===== src/rtl/pps_pkg.sv =====
// Shared types, register indexes and codes for the power policy selector.
package pps_pkg;

  localparam int unsigned CfgAddrW = 5;
  localparam int unsigned CfgDataW = 32;
  localparam int unsigned InDataW  = 16;
  localparam int unsigned OutDataW = 24;

  typedef enum logic [2:0] {
    REG_USER_MODE        = 3'd0,
    REG_LOW_BAT_PERCENT  = 3'd1,
    REG_BAT_FREQ_CAP     = 3'd2,
    REG_LOW_BAT_FREQ_CAP = 3'd3,
    REG_CUSTOM_ALLOW     = 3'd4,
    REG_CUSTOM_RPM_AGGR  = 3'd5,
    REG_WIFI_MANAGED     = 3'd6,
    REG_AUDIO_MANAGED    = 3'd7
  } reg_idx_t;

  typedef enum logic [1:0] {
    MODE_MAX_BATTERY = 2'd0,
    MODE_BALANCED    = 2'd1,
    MODE_PERFORMANCE = 2'd2,
    MODE_CUSTOM      = 2'd3
  } mode_t;

  typedef enum logic [1:0] {
    GS_POWERSAVE   = 2'd0,
    GS_BALANCED    = 2'd1,
    GS_PERFORMANCE = 2'd2,
    GS_OTHER       = 2'd3
  } gov_state_t;

  typedef enum logic [1:0] {
    GOV_POWERSAVE   = 2'd0,
    GOV_SCHEDUTIL   = 2'd1,
    GOV_PERFORMANCE = 2'd2
  } gov_sel_t;

  typedef enum logic [2:0] {
    EPP_POWER       = 3'd0,
    EPP_BAL_POWER   = 3'd1,
    EPP_BAL_PERF    = 3'd2,
    EPP_PERFORMANCE = 3'd3,
    EPP_DEFAULT     = 3'd4
  } epp_t;

  typedef enum logic [1:0] {
    PROF_LOW_POWER   = 2'd0,
    PROF_BALANCED    = 2'd1,
    PROF_PERFORMANCE = 2'd2
  } profile_t;

  localparam logic [1:0] AggrMax   = 2'd3;
  localparam logic [1:0] AggrHigh  = 2'd2;
  localparam logic [1:0] AggrLow   = 2'd1;
  localparam logic [1:0] AggrNone  = 2'd0;

  localparam logic [1:0] PeriphOff  = 2'd0;
  localparam logic [1:0] PeriphLow  = 2'd1;
  localparam logic [1:0] PeriphHigh = 2'd2;

  typedef struct packed {
    mode_t      op_mode;
    logic [6:0] low_battery_percent;
    logic [6:0] battery_freq_cap;
    logic [6:0] low_battery_freq_cap;
    logic       custom_allow_perf;
    logic       custom_runtime_aggr;
    logic       wifi_managed;
    logic       audio_managed;
  } cfg_t;

  typedef struct packed {
    logic             supply_present;
    logic             source_battery;
    logic signed [7:0] capacity_percent;
    gov_state_t       governor_state;
    logic             perf_limited;
  } status_t;

  typedef struct packed {
    gov_sel_t   governor_sel;
    epp_t       energy_pref;
    logic       turbo_enable;
    logic       perf_allowed;
    logic [6:0] freq_cap_percent;
    profile_t   sys_profile;
    logic       runtime_pm_aggr;
    logic [1:0] dev_aggr_level;
    logic [1:0] periph_pm_lvl;
  } policy_t;

endpackage


===== src/rtl/pps_regs.sv =====
// Configuration register file behind the APB-style port.
module pps_regs (
  input  logic                         clk,
  input  logic                         rst_n,
  input  logic                         cfg_psel,
  input  logic                         cfg_penable,
  input  logic                         cfg_pwrite,
  input  logic [pps_pkg::CfgAddrW-1:0] cfg_paddr,
  input  logic [pps_pkg::CfgDataW-1:0] cfg_pwdata,
  output logic [pps_pkg::CfgDataW-1:0] cfg_prdata,
  output logic                         cfg_pready,
  output pps_pkg::cfg_t                cfg
);

  pps_pkg::cfg_t      cfg_r;
  pps_pkg::reg_idx_t  idx;
  logic               wr_en;

  assign cfg_pready = 1'b1;
  assign idx        = pps_pkg::reg_idx_t'(cfg_paddr[4:2]);
  assign wr_en      = cfg_psel & cfg_penable & cfg_pwrite & cfg_pready;
  assign cfg        = cfg_r;

  always_ff @(posedge clk) begin
    if (!rst_n) begin
      cfg_r.op_mode              <= pps_pkg::MODE_BALANCED;
      cfg_r.low_battery_percent  <= 7'd15;
      cfg_r.battery_freq_cap     <= 7'd0;
      cfg_r.low_battery_freq_cap <= 7'd50;
      cfg_r.custom_allow_perf    <= 1'b0;
      cfg_r.custom_runtime_aggr  <= 1'b0;
      cfg_r.wifi_managed         <= 1'b0;
      cfg_r.audio_managed        <= 1'b0;
    end else if (wr_en) begin
      unique case (idx)
        pps_pkg::REG_USER_MODE:
          cfg_r.op_mode <= pps_pkg::mode_t'(cfg_pwdata[1:0]);
        pps_pkg::REG_LOW_BAT_PERCENT:  cfg_r.low_battery_percent  <= cfg_pwdata[6:0];
        pps_pkg::REG_BAT_FREQ_CAP:     cfg_r.battery_freq_cap     <= cfg_pwdata[6:0];
        pps_pkg::REG_LOW_BAT_FREQ_CAP: cfg_r.low_battery_freq_cap <= cfg_pwdata[6:0];
        pps_pkg::REG_CUSTOM_ALLOW:     cfg_r.custom_allow_perf    <= cfg_pwdata[0];
        pps_pkg::REG_CUSTOM_RPM_AGGR:  cfg_r.custom_runtime_aggr  <= cfg_pwdata[0];
        pps_pkg::REG_WIFI_MANAGED:     cfg_r.wifi_managed         <= cfg_pwdata[0];
        pps_pkg::REG_AUDIO_MANAGED:    cfg_r.audio_managed        <= cfg_pwdata[0];
        default: ;
      endcase
    end
  end

  always_comb begin
    cfg_prdata = '0;
    unique case (idx)
      pps_pkg::REG_USER_MODE:        cfg_prdata[1:0] = cfg_r.op_mode;
      pps_pkg::REG_LOW_BAT_PERCENT:  cfg_prdata[6:0] = cfg_r.low_battery_percent;
      pps_pkg::REG_BAT_FREQ_CAP:     cfg_prdata[6:0] = cfg_r.battery_freq_cap;
      pps_pkg::REG_LOW_BAT_FREQ_CAP: cfg_prdata[6:0] = cfg_r.low_battery_freq_cap;
      pps_pkg::REG_CUSTOM_ALLOW:     cfg_prdata[0]   = cfg_r.custom_allow_perf;
      pps_pkg::REG_CUSTOM_RPM_AGGR:  cfg_prdata[0]   = cfg_r.custom_runtime_aggr;
      pps_pkg::REG_WIFI_MANAGED:     cfg_prdata[0]   = cfg_r.wifi_managed;
      pps_pkg::REG_AUDIO_MANAGED:    cfg_prdata[0]   = cfg_r.audio_managed;
      default: ;
    endcase
  end

endmodule


===== src/rtl/pps_decide.sv =====
// Decision logic that maps one supply status item to a policy result.
module pps_decide (
  input  pps_pkg::cfg_t    cfg,
  input  pps_pkg::status_t status,
  output pps_pkg::policy_t policy
);

  function automatic logic [1:0] aggr_level(input pps_pkg::mode_t mode,
                                            input pps_pkg::gov_state_t gs,
                                            input logic on, input logic low,
                                            input logic allow);
    logic [1:0] lvl;
    if (!on) begin
      lvl = pps_pkg::AggrNone;
    end else if (low) begin
      lvl = pps_pkg::AggrMax;
    end else if (allow && (mode == pps_pkg::MODE_PERFORMANCE ||
                           gs == pps_pkg::GS_PERFORMANCE)) begin
      lvl = pps_pkg::AggrNone;
    end else if (gs == pps_pkg::GS_POWERSAVE || mode == pps_pkg::MODE_MAX_BATTERY) begin
      lvl = pps_pkg::AggrHigh;
    end else begin
      lvl = pps_pkg::AggrLow;
    end
    return lvl;
  endfunction

  logic       on;
  logic       low;
  logic       allow;
  logic       periph_en;
  logic [1:0] aggr_base;
  logic [1:0] aggr;

  assign on        = status.supply_present & status.source_battery;
  // A negative charge is unknown and never counts as low.
  assign low       = on & ~status.capacity_percent[7] &
                     (status.capacity_percent[6:0] <= cfg.low_battery_percent);
  assign periph_en = cfg.wifi_managed | cfg.audio_managed;

  always_comb begin
    priority if (cfg.op_mode == pps_pkg::MODE_CUSTOM) begin
      allow = cfg.custom_allow_perf;
    end else if (cfg.op_mode == pps_pkg::MODE_PERFORMANCE) begin
      allow = 1'b1;
    end else if (status.perf_limited || low) begin
      allow = 1'b0;
    end else begin
      allow = ~on;
    end
  end

  assign aggr_base = aggr_level(cfg.op_mode, status.governor_state, on, low, allow);

  always_comb begin
    aggr = aggr_base;
    // Custom mode on battery keeps peripherals managed at least at the lowest level.
    if (cfg.op_mode == pps_pkg::MODE_CUSTOM && periph_en && aggr_base == pps_pkg::AggrNone)
    begin
      aggr = pps_pkg::AggrLow;
    end
  end

  always_comb begin
    policy = '0;
    unique case (status.governor_state)
      pps_pkg::GS_POWERSAVE: begin
        policy.governor_sel = pps_pkg::GOV_POWERSAVE;
        policy.energy_pref  = pps_pkg::EPP_POWER;
        policy.turbo_enable = 1'b0;
      end
      pps_pkg::GS_BALANCED: begin
        policy.governor_sel = pps_pkg::GOV_SCHEDUTIL;
        policy.energy_pref  = on ? pps_pkg::EPP_BAL_POWER : pps_pkg::EPP_BAL_PERF;
        policy.turbo_enable = ~on;
      end
      pps_pkg::GS_PERFORMANCE: begin
        if (allow) begin
          policy.governor_sel = pps_pkg::GOV_PERFORMANCE;
          policy.energy_pref  = pps_pkg::EPP_PERFORMANCE;
          policy.turbo_enable = 1'b1;
        end else begin
          policy.governor_sel = pps_pkg::GOV_SCHEDUTIL;
          policy.energy_pref  = on ? pps_pkg::EPP_BAL_POWER : pps_pkg::EPP_BAL_PERF;
          policy.turbo_enable = ~on;
        end
      end
      pps_pkg::GS_OTHER: begin
        policy.governor_sel = pps_pkg::GOV_SCHEDUTIL;
        policy.energy_pref  = pps_pkg::EPP_DEFAULT;
        policy.turbo_enable = 1'b1;
      end
      default: ;
    endcase

    policy.perf_allowed = allow;

    if (!on) begin
      policy.freq_cap_percent = '0;
      policy.runtime_pm_aggr  = 1'b0;
      policy.dev_aggr_level   = pps_pkg::AggrNone;
      if (cfg.op_mode == pps_pkg::MODE_CUSTOM) begin
        policy.sys_profile = allow ? pps_pkg::PROF_PERFORMANCE : pps_pkg::PROF_BALANCED;
      end else begin
        policy.sys_profile = (status.governor_state == pps_pkg::GS_PERFORMANCE) ?
                             pps_pkg::PROF_PERFORMANCE : pps_pkg::PROF_BALANCED;
      end
    end else begin
      policy.dev_aggr_level = aggr;
      if (cfg.op_mode == pps_pkg::MODE_CUSTOM) begin
        policy.freq_cap_percent = cfg.battery_freq_cap;
        policy.sys_profile      = pps_pkg::PROF_BALANCED;
        policy.runtime_pm_aggr  = cfg.custom_runtime_aggr;
      end else begin
        priority if (low) begin
          policy.freq_cap_percent = cfg.low_battery_freq_cap;
          policy.sys_profile      = pps_pkg::PROF_LOW_POWER;
          policy.runtime_pm_aggr  = 1'b1;
        end else if (cfg.op_mode == pps_pkg::MODE_BALANCED) begin
          policy.freq_cap_percent = cfg.battery_freq_cap;
          policy.sys_profile      = pps_pkg::PROF_BALANCED;
          policy.runtime_pm_aggr  = 1'b1;
        end else begin
          policy.freq_cap_percent = '0;
          policy.sys_profile      = pps_pkg::PROF_BALANCED;
          policy.runtime_pm_aggr  = aggr[1];
        end
      end
      if (aggr == pps_pkg::AggrNone || !periph_en) begin
        policy.periph_pm_lvl = pps_pkg::PeriphOff;
      end else if (aggr == pps_pkg::AggrMax) begin
        policy.periph_pm_lvl = pps_pkg::PeriphHigh;
      end else begin
        policy.periph_pm_lvl = pps_pkg::PeriphLow;
      end
    end
  end

endmodule


===== src/rtl/power_policy_select_core.sv =====
// Top level of the power policy selector: input and result registers around the decision logic.
//
//   channel | role     | tdata fields (low bit first)
//   in_     | status   | supply_present, source_battery, capacity_percent,
//           |          | governor_state, perf_limited
//   out_    | policy   | governor_sel .. periph_pm_lvl
//   cfg_    | register | eight policy registers at 4-byte strides
//
// Each status transfer produces one policy transfer, and one transfer per
// cycle is sustained while out_tready stays high. The input register and the
// result register form a two-deep pipeline; the decision logic sits between
// them. A stall on out_tready holds the result register and lets the input
// register fill once before in_tready drops. Reset clears the valid flags and
// loads the register defaults.
module power_policy_select_core (
  input  logic                         clk,
  input  logic                         rst_n,
  input  logic                         in_tvalid,
  output logic                         in_tready,
  // [0] supply_present, [1] source_battery, [9:2] capacity_percent,
  // [11:10] governor_state, [12] perf_limited, [15:13] zero
  input  logic [pps_pkg::InDataW-1:0]  in_tdata,
  output logic                         out_tvalid,
  input  logic                         out_tready,
  // [1:0] governor_sel, [4:2] energy_pref, [5] turbo_enable, [6] perf_allowed,
  // [13:7] freq_cap_percent, [15:14] sys_profile, [16] runtime_pm_aggr,
  // [18:17] dev_aggr_level, [20:19] periph_pm_lvl, [23:21] zero
  output logic [pps_pkg::OutDataW-1:0] out_tdata,
  input  logic                         cfg_psel,
  input  logic                         cfg_penable,
  input  logic                         cfg_pwrite,
  input  logic [pps_pkg::CfgAddrW-1:0] cfg_paddr,
  input  logic [pps_pkg::CfgDataW-1:0] cfg_pwdata,
  output logic [pps_pkg::CfgDataW-1:0] cfg_prdata,
  output logic                         cfg_pready
);

  pps_pkg::cfg_t    cfg;
  pps_pkg::status_t status_r;
  pps_pkg::policy_t policy_nxt;
  pps_pkg::policy_t policy_r;
  logic             in_valid_r;
  logic             out_valid_r;
  logic             out_adv;
  logic             in_take;

  pps_regs u_regs (
    .clk         (clk),
    .rst_n       (rst_n),
    .cfg_psel    (cfg_psel),
    .cfg_penable (cfg_penable),
    .cfg_pwrite  (cfg_pwrite),
    .cfg_paddr   (cfg_paddr),
    .cfg_pwdata  (cfg_pwdata),
    .cfg_prdata  (cfg_prdata),
    .cfg_pready  (cfg_pready),
    .cfg         (cfg)
  );

  pps_decide u_decide (
    .cfg    (cfg),
    .status (status_r),
    .policy (policy_nxt)
  );

  // The result register can load whenever it is empty or being drained.
  assign out_adv   = ~out_valid_r | out_tready;
  assign in_tready = ~in_valid_r | out_adv;
  assign in_take   = in_tvalid & in_tready;

  always_ff @(posedge clk) begin
    if (!rst_n) begin
      in_valid_r  <= 1'b0;
      out_valid_r <= 1'b0;
    end else begin
      if (in_tready) begin
        in_valid_r <= in_tvalid;
      end
      if (out_adv) begin
        out_valid_r <= in_valid_r;
      end
    end
  end

  always_ff @(posedge clk) begin
    if (in_take) begin
      status_r.supply_present   <= in_tdata[0];
      status_r.source_battery   <= in_tdata[1];
      status_r.capacity_percent <= in_tdata[9:2];
      status_r.governor_state   <= pps_pkg::gov_state_t'(in_tdata[11:10]);
      status_r.perf_limited     <= in_tdata[12];
    end
    if (out_adv && in_valid_r) begin
      policy_r <= policy_nxt;
    end
  end

  assign out_tvalid = out_valid_r;
  assign out_tdata  = {3'b000,
                       policy_r.periph_pm_lvl,
                       policy_r.dev_aggr_level,
                       policy_r.runtime_pm_aggr,
                       policy_r.sys_profile,
                       policy_r.freq_cap_percent,
                       policy_r.perf_allowed,
                       policy_r.turbo_enable,
                       policy_r.energy_pref,
                       policy_r.governor_sel};

endmodule

===== config.mk =====
export PLATFORM = sky130hd
export DESIGN_NAME = power_policy_select_core
export DESIGN_NICKNAME = d
export VERILOG_FILES = /design/src/rtl/pps_pkg.sv /design/src/rtl/pps_regs.sv /design/src/rtl/pps_decide.sv /design/src/rtl/power_policy_select_core.sv
export SDC_FILE = /design/constraint.sdc
export NUM_CORES = 1
export LEC_CHECK = 0
export BUFFER_PORTS_ARGS = -buffer_cell sky130_fd_sc_hd__clkbuf_2
export CAP_MARGIN = 20
export CORE_MARGIN = 2
export CORE_UTILIZATION = 49
export DETAILED_ROUTE_END_ITERATION = 8
export GPL_ROUTABILITY_DRIVEN = 0
export PLACE_DENSITY = 0.8
export SETUP_SLACK_MARGIN = 0.05
export SLEW_MARGIN = 20
export SYNTH_ARGS = -nofsm -noshare
export SYNTH_HDL_FRONTEND = slang
export SYNTH_SLANG_ARGS = --single-unit

===== constraint.sdc =====
create_clock -name clk -period 2.7 [get_ports clk]
set_clock_uncertainty 0.2 [all_clocks]
set_input_delay 0.54 -clock clk [delete_from_list [all_inputs] [get_ports clk]]
set_output_delay 0.54 -clock clk [all_outputs]
set_load 0.005 [all_outputs]

# [After elaboration in Yosys (flattened, before gate mapping)]
# Cells that the tools add are included.
[op_classes] muxes=22 order_cmp=1 n_eq_ne=14 n_reduce_logical=23 n_bitwise=13
[op_table] cell="two-way mux 10 bit" n=3
[op_table] cell="one-hot mux 6 bit (4 select lines)" n=1
[op_table] cell="two-way mux 2 bit" n=10
[op_table] cell="AND reduction 2 bit" n=8
[op_table] cell="one-hot mux 5 bit (3 select lines)" n=1
[op_table] cell="equality test 3 bit (second input constant)" n=4
[op_table] cell="equality test 2 bit (second input constant)" n=5
[op_table] cell="zero test 2 bit" n=4
[op_table] cell="one-hot mux 1 bit (8 select lines)" n=1
[op_table] cell="less-or-equal comparator 7 bit" n=1
[op_table] cell="AND 1 bit" n=6
[op_table] cell="equality test 3 x 2 -> 1 bit (second input constant)" n=2
[op_table] cell="two-way mux 6 bit" n=1
[op_table] cell="two-way mux 5 bit" n=1
[op_table] cell="equality test 2 x 1 -> 1 bit (second input constant)" n=2
[op_table] cell="logical AND 1 bit" n=4
[op_table] cell="logical OR 1 bit" n=4
[op_table] cell="NOT 1 bit" n=4
[op_table] cell="one-hot mux 1 bit (4 select lines)" n=1
[op_table] cell="equality test 3 x 1 -> 1 bit (second input constant)" n=1
[op_table] cell="zero test 3 bit" n=1
[op_table] cell="two-way mux 1 bit" n=3
[op_table] cell="OR 1 bit" n=3
[op_table] cell="OR reduction 2 bit" n=1
[op_table] cell="zero test 1 bit" n=1
[word_totals] output_inout_bits=59 elab_cells=97 ff_bits=63 inputBits=60

# [Logic depth before layout (Yosys ltp)]
# Gate-level depths: netlist of the first run.
[logic_depth] depth_word=18 depth_mapped=7 ltp_nobuf=7

# [Hierarchy]
# A second synthesis of the first run with hierarchy kept.
[unflattened] hier_cells=295 hier_area_um2=3190.6
[by_module_without_submodules] module="pps_regs" seq_area_each_um2=540.5 cells_each=171 area_per_inst_um2=1508.9 n_inst=1
[by_module_without_submodules] module="power_policy_select_core" seq_area_each_um2=1061.0 cells_each=47 area_per_inst_um2=1151.1 n_inst=1
[by_module_without_submodules] module="pps_decide" seq_area_each_um2=0.0 cells_each=77 area_per_inst_um2=530.5 n_inst=1

# [Worst setup path before layout of the first run]
# Ideal clock, no wire load.
[synth_timing] path_kind="input -> output" startpoint="in cfg_paddr[2] (netlist bit)" endpoint="out cfg_prdata[0] (netlist bit)" required_time_ps=1960 n_path_buf=1 arrival_time_ps=1505 path_slack_ps=455 stages=3 cell_sequence="buf_2 -> mux4_2 -> mux2_2"
[synth_via] elab_chain_cells=2 elab_cells_between_ends=9 classes_between="7 x eq/ne; 1 x mux; 1 x reduce/logical"
[synth_lines] item="from (decl)" line="power_policy_select_core.sv:32" source="input logic [pps_pkg::CfgAddrW-1:0] cfg_paddr,"
[synth_lines] item="equality test 3 bit, or another cell as far along" line="pps_regs.sv:52" source="unique case (idx)"
[synth_lines] item="one-hot mux 1 bit (8 select lines) *" line="pps_regs.sv:52"
[synth_lines] item="to (decl)" line="power_policy_select_core.sv:34" source="output logic [pps_pkg::CfgDataW-1:0] cfg_prdata,"
# Every way passes the cells marked *; elsewhere a longest branch is shown, timed or not.

# [Final worst setup path of the first run]
[layout_timing] startpoint="reg u_regs.cfg_r, in the netlist u_regs.cfg[24]" endpoint="reg policy_r, in the netlist out_tdata[8], data pin"
[layout_via] elab_chain_cells=4
[layout_lines] item="from (decl)" line="pps_regs.sv:15" source="pps_pkg::cfg_t cfg_r;"
[layout_lines] item="less-or-equal comparator 7 bit" line="pps_decide.sv:38" source="(status.capacity_percent[6:0] <= cfg.low_battery_percent);"
[layout_lines] item="AND 1 bit" line="pps_decide.sv:37" source="assign low = on & ~status.capacity_percent[7] &"
[layout_lines] item="two-way mux 10 bit" line="pps_decide.sv:115" source="priority if (low) begin"
[layout_lines] item="two-way mux 10 bit" line="pps_decide.sv:110" source="if (cfg.op_mode == pps_pkg::MODE_CUSTOM) begin"
[layout_lines] item="to (signal assigned)" line="power_policy_select_core.sv:94" source="policy_r <= policy_nxt;"
[layout_lines] item="to (decl)" line="power_policy_select_core.sv:41" source="pps_pkg::policy_t policy_r;"
# Every way passes these cells.
# A chain may end at the register's enable or synchronous reset.

==> results.md, run 1 <==
- Num CTS Buffers: 9
- WHS Path Cells: 1
- Clock buffer depth: 2
- Rows: 29
- Slew @ Worst Pin: 0.663 ns
- Share of cells above drive strength 1: 26.2%
- # IOs: 119
- DIE WIDTH: 83.9 um
- Clock sinks: 63
- WP data arrival: 2.39 ns
- Yosys warns: 0
- First-pass GRT wire length: 9460 um
- ANT nets after route: 0
- Min-delay worst type: in -> reg
- P per Cell Area: 579 mW/mm^2
- Clk_lat worst skew: 0.33 ns
- Final Hold Vio Count: 0
- FF/Latch Area: 0.00160 sq mm
- Post-DP HPWL: 4110 um
- CP Class: reg -> reg
- WP data required: 2.58 ns
- Crit end category: register
- Gr ovfl total: 0
- DR vias: 2164
- Synth unique cells: 42
- Reg-to-Reg End: out_tdata[8]
- Synthesized instance count: 279
- Final WL: 5790 um
- Leak pwr: 1.43 nW
- Synthesized cell area: 0.00313 sq mm
- Rel. slew slack: 55.7%
- Syn_area_per_cell: 11.2 sq um
- CTS hold repair buffers: 0
- Crit path from: u_regs.cfg[24]
- Hold path start: in_tdata[6]
- FF-to-FF setup slack: 0.20 ns
- Vias/cell: 5.15
- ANT cells: 0
- # placed instances: 404
- CTS root buffer: clkbuf_8
- Post-route DRC: 0
- Filler Cell Count: 526
- Vias in the first global route: 1988
- Setup violators final: 0
- RR Startpoint: u_regs.cfg[24]
- Max Freq: 400 MHz
- WHS Endpoint: status_r[7]
- Die area: 0.00703 sq mm
- Input/output buffers: 59
- Multi-input gate area: 0.00134 sq mm
- Worst-path fanout max: 7
- R2R depth: 7
- Reg clk slew, reported paths: 0.07 ns
- Status: complete, no violations
- Postcts setup bufs: 0
- Worst setup SP type: register
- Max Cap Viol: 0
- Total negative setup slack: 0 ns
- Initial antenna violation count: 0
- TritonCTS clock tree: built
- Final Non-Filler Cells: 420
- Seq/Total Area, Yosys: 51.2%
- First-pass iteration count of the detailed router: 4
- Layout net count: 405
- Setup repair after global routing missed its margin: false
- Max H-tree Level: 3
- Area delta synth->final: 14.6%
- Core Region: 0.00624 sq mm
- GRT Total Usage: 17.4%
- Slew Limit Fails: 0
- Routed len/inst: 13.8 um
- Final min period: 2.50 ns
- Period Utilization, post-route: 92.7%
- Die Y: 83.9 um
- Post-CTS Resized: 0
- Initial DRC Count: 152
- Largest vdd supply drop: 0.000348 V
- Largest net degree at the start of global routing: 30
- Initial Util: 50.1%
- FF+latch count, synth: 63
## power breakdown
group          internal (mW)  switching [mW]
clock network          0.499           0.345
logic                 0.0701           0.103
registers               1.04          0.0139
## cell usage after synthesis
cell type | count | area (sq um)
a211oi_2 | 1 | 12.5
a211oi_4 | 1 | 20.0
a21boi_0 | 3 | 22.5
a21o_1 | 1 | 7.51
a21oi_1 | 8 | 40.0
a21oi_2 | 1 | 8.76
a22o_1 | 7 | 61.3
a22oi_1 | 5 | 37.5
a31oi_1 | 2 | 12.5
and2_1 | 3 | 18.8
and3_1 | 1 | 6.26
buf_2 | 4 | 20.0
buf_4 | 29 | 218
clkbuf_1 | 6 | 22.5
conb_1 | 2 | 7.51
dfxtp_1 | 29 | 581
edfxtp_1 | 34 | 1020
ha_1 | 7 | 87.6
inv_1 | 8 | 30.0
mux2_2 | 1 | 11.3
mux2i_1 | 23 | 230
mux4_2 | 3 | 67.6
nand2_1 | 19 | 71.3
nand2b_1 | 5 | 31.3
nand3_1 | 1 | 5.00
nand3b_1 | 2 | 15.0
nand4_1 | 3 | 18.8
nand4b_1 | 1 | 8.76
nand4b_4 | 1 | 23.8
nor2_1 | 14 | 52.6
nor2_4 | 3 | 33.8
nor2b_1 | 23 | 144
nor3_1 | 3 | 15.0
nor4_1 | 1 | 6.26
o211ai_1 | 4 | 30.0
o21a_1 | 1 | 7.51
o21ai_0 | 11 | 55.1
o21ai_2 | 1 | 8.76
o22a_4 | 1 | 17.5
o22ai_1 | 3 | 18.8
or2_2 | 1 | 6.26
or3_1 | 2 | 12.5
## cell type report
cell class / instances / share of cell area (%)
Clock inverter: 3 / 1.12
Sequential cell: 63 / 44.7
Timing Repair Buffer: 60 / 8.45
Clock buffer: 13 / 4.72
Multi-Input combinational cell: 196 / 37.5
Tap cell: 77 / 2.69
Inverter: 8 / 0.838
## flip-flops by register name, indices dropped and copies added (netlist names)
signal / cells
in_valid_r: 1
out_tdata: 21
out_tvalid: 1
status_r: 13
u_regs.cfg: 27
## cell usage in the layout (no fill, tap or decap), drive strengths merged, types with 4 or more instances in the layout
cell type  Yosys  routed
clkbuf         6      72
edfxtp        34      34
conb           2      29
dfxtp         29      29
mux2i         23      23
nor2b         23      23
nand2         19      19
nor2          17      17
o21ai         12      12
a21oi          9       9
inv            8       8
a22o           7       7
ha             7       7
a22oi          5       5
nand2b         5       5
o211ai         4       4
## how the worst max path moves through the flow
| stage | endpoint | slack (ns) | cells past startpoint |
|---|---|---|---|
| after detailed placement | out_tdata[8] | 0.25 | 7 |
| after global placement | cfg_prdata[0] | 0.30 | 4 |
| final | out_tdata[8] | 0.20 | 7 |
| after floorplan | cfg_prdata[0] | 0.45 | 3 |
| after CTS | out_tdata[8] | 0.24 | 7 |
| after global routing | out_tdata[8] | 0.08 | 7 |
## logic make-up after synthesis
kind of cell / share of synthesized area (%)
AND/OR/NAND/NOR: 15.0
buffers and inverters: 9.29
adder cells (fa/ha/maj): 2.80
AO/OA/AOI/OAI: 11.5
other: 0.240
flip-flops: 51.2
multiplexers: 9.89
## routing by layer
metal / global-route usage [%] / vias up / wire length [um]
met3: 5.24 / 6 / 461
met1: 23.1 / 1003 / 2480
li1: - / 1056 / -
met2: 26.7 / 99 / 2780
met5: 0 / - / 0
met4: 6.89 / 0 / 68
## per-stage QoR
stage	hold WS [ns]	total power [mW]	instance area [sq um]	util (%)	setup WS [ns]
after global routing	0.160	2.16	3580	57.4	0.0835
after detailed placement	0.286	1.25	3370	54.0	0.252
after floorplan	0.259	1.21	3230	-	0.455
final	0.178	2.08	3580	57.4	0.198
after CTS	0.163	2.09	3580	57.3	0.241
after global placement	0.275	1.25	3370	54.0	0.296
## critical path, stage by stage, from the launching register on
cell and delay [ns]:
dfxtp_1 0.33, inv_1 0.07, ha_1 0.33, nand4_1 0.28
a21oi_2 0.30, or3_1 0.15, nand3_1 0.28, a22o_1 0.31
Note: power is estimated with default switching activity, not from simulation.
==> inputs of run 2 (changes only) <==
--- a/config.mk
+++ b/config.mk
@@ -11,7 +11,7 @@
 export CORE_UTILIZATION = 49
 export DETAILED_ROUTE_END_ITERATION = 8
 export GPL_ROUTABILITY_DRIVEN = 0
-export PLACE_DENSITY = 0.8
+export PLACE_DENSITY = 0.84
 export SETUP_SLACK_MARGIN = 0.05
 export SLEW_MARGIN = 20
 export SYNTH_ARGS = -nofsm -noshare
==> run 2 against run 1 <==
Die area stayed put. Total power is 7.0% lower. Critical path depth stayed put. Worst setup slack better by 0.045 ns. Worst hold slack worse by 0.0010 ns. Sequential cell count stayed put. Clock power is 17% lower. Non-clock buffer count stayed put. Utilization is 0.68 points lower. Routed wire length is 4.5% higher. Clock-buffer cell count is 1 lower. Critical path type unchanged.
==> results.md, run 2 (synthesis results as in run 1) <==
- Status: complete, no violations (unchanged)
- First-pass GRT wire length: 9990 um (was 9460 um)
- Max H-tree Level: 3 (unchanged)
- Vias in the first global route: 2078 (was 1988)
- Crit end category: register (unchanged)
- Hold path start: in_tdata[6] (unchanged)
- # IOs: 119 (unchanged)
- Initial antenna violation count: 0 (unchanged)
- Vias/cell: 5.19 (was 5.15)
- Largest vdd supply drop: 0.000315 V (was 0.000348 V)
- ANT nets after route: 0 (unchanged)
- CP Class: reg -> reg (unchanged)
- RR Startpoint: u_regs.cfg[24] (unchanged)
- Die Y: 83.9 um (unchanged)
- Most frequent cells in the layout: clkbuf_2, edfxtp_1, conb_1, dfxtp_1, mux2i_1 (unchanged)
- Rel. slew slack: 57.9% (was 55.7%)
- Clock sinks: 63 (unchanged)
- CTS root buffer: clkbuf_8 (unchanged)
- ANT cells: 0 (unchanged)
- Gr ovfl total: 0 (unchanged)
- Layout net count: 405 (unchanged)
- Largest register FFs: 27 (unchanged)
- Max Freq: 407 MHz (was 400 MHz)
- TritonCTS clock tree: built (unchanged)
- WP data arrival: 2.34 ns (was 2.39 ns)
- Min-delay worst type: in -> reg (unchanged)
- Most common cell after layout, fill and taps aside: clkbuf_2 (unchanged)
- Post-CTS Resized: 0 (unchanged)
- Post-route DRC: 0 (unchanged)
- Routed len/inst: 14.4 um (was 13.8 um)
- DIE WIDTH: 83.9 um (unchanged)
- Die area: 0.00703 sq mm (unchanged)
- Filler Cell Count: 537 (was 526)
- Initial DRC Count: 195 (was 152)
- FF-to-FF setup slack: 0.24 ns (was 0.20 ns)
- Crit path from: u_regs.cfg[24] (unchanged)
- Slew @ Worst Pin: 0.630 ns (was 0.663 ns)
- Reg clk slew, reported paths: 0.07 ns (about the same)
- Rows: 29 (unchanged)
- Input/output buffers: 59 (unchanged)
- DR vias: 2178 (was 2164)
- Placed inst area: 0.00337 sq mm (unchanged)
- Core Region: 0.00624 sq mm (unchanged)
- GRT Total Usage: 18.1% (was 17.4%)
- Num CTS Buffers: 9 (unchanged)
- Largest net degree at the start of global routing: 30 (unchanged)
- Area delta synth->final: 13.3% (was 14.6%)
- WHS Path Cells: 1 (unchanged)
- Multi-input gate area: 0.00134 sq mm (unchanged)
- Design Power: 1.93 mW (was 2.08 mW)
- P per Cell Area: 546 mW/mm^2 (was 579 mW/mm^2)
- CTS hold repair buffers: 0 (unchanged)
- Worst-path fanout max: 7 (unchanged)
- Final Hold Vio Count: 0 (unchanged)
- Setup repair after global routing missed its margin: false (unchanged)
- Total negative setup slack: 0 ns (unchanged)
- Reg-to-Reg End: out_tdata[11] (was out_tdata[8])
- Clk_lat worst skew: 0.33 ns (about the same)
- Share of cells above drive strength 1: 25.7% (was 26.2%)
- Post-Layout Inst Area: 0.00354 sq mm (was 0.00358 sq mm)
- Clock buffer depth: 2 (unchanged)
- Period Utilization, post-route: 91.0% (was 92.7%)
- Hold WS: 0.177 ns (was 0.178 ns)
- WHS Endpoint: status_r[7] (unchanged)
- Initial Util: 50.1% (unchanged)
- WP data required: 2.58 ns (about the same)
- Setup violators final: 0 (unchanged)
- Worst setup SP type: register (unchanged)
- Final WL: 6050 um (was 5790 um)
- R2R depth: 7 (unchanged)
- Postcts setup bufs: 0 (unchanged)
- Leak pwr: 1.40 nW (was 1.43 nW)
- FF/Latch Area: 0.00160 sq mm (unchanged)
- Post-DP HPWL: 4350 um (was 4110 um)
- Max Cap Viol: 0 (unchanged)
- First-pass iteration count of the detailed router: 4 (unchanged)
- Slew Limit Fails: 0 (unchanged)
- Final min period: 2.46 ns (was 2.50 ns)
==> run 2: stage by stage <==
| stage | utilization (%) | setup WS, ns | instances |
|---|---|---|---|
| after floorplan | - | 0.455 | 306 |
| after global placement | 54.0 | 0.278 | 404 |
| after detailed placement | 54.0 | 0.247 | 404 |
| after CTS | 56.6 | 0.231 | 420 |
| after global routing | 56.7 | 0.0537 | 420 |
| final | 56.7 | 0.243 | 420 |
==> run 2: critical path, cell delays in order, from the launching register on <==
cell and delay (ns):
dfxtp_1 0.34, inv_1 0.08, ha_1 0.34, nand4_1 0.25, a21oi_2 0.29, or3_1 0.15
nand3_1 0.26, a22o_1 0.30
==> run 2: worst max-delay path by stage <==
stage / to / cells after the start
2_1_floorplan: cfg_prdata[0] / 3
3_3_place_gp: cfg_prdata[1] / 5
3_5_place_dp: out_tdata[12] / 7
4_1_cts: out_tdata[12] / 7
5_1_grt: out_tdata[12] / 7
6_report: out_tdata[11] / 7
==> run 2: power breakdown <==
part | leakage (nW) | internal [mW] | switching, mW
Sequential | 0.562 | 1.04 | 0.0139
Clock | 0.0838 | 0.352 | 0.347
Combinational | 0.754 | 0.0702 | 0.104
Total | 1.40 | 1.47 | 0.464
==> run 2: area by class of cell <==
class	instances	share of cell area, %
inverters	8	0.848
multi-input cells	196	37.9
flip-flops and latches	63	45.2
clock inverters	4	0.601
repair buffers	60	8.55
clock buffers	12	4.10
well taps	77	2.72
==> run 2: routing by layer <==
metal	track usage [%]	part of all wire, %	up-vias
met5	0	0	-
met4	7.62	1.6	0
met3	4.65	6.9	12
met2	28.7	48	105
met1	23.6	44	1009
li1	-	-	1052
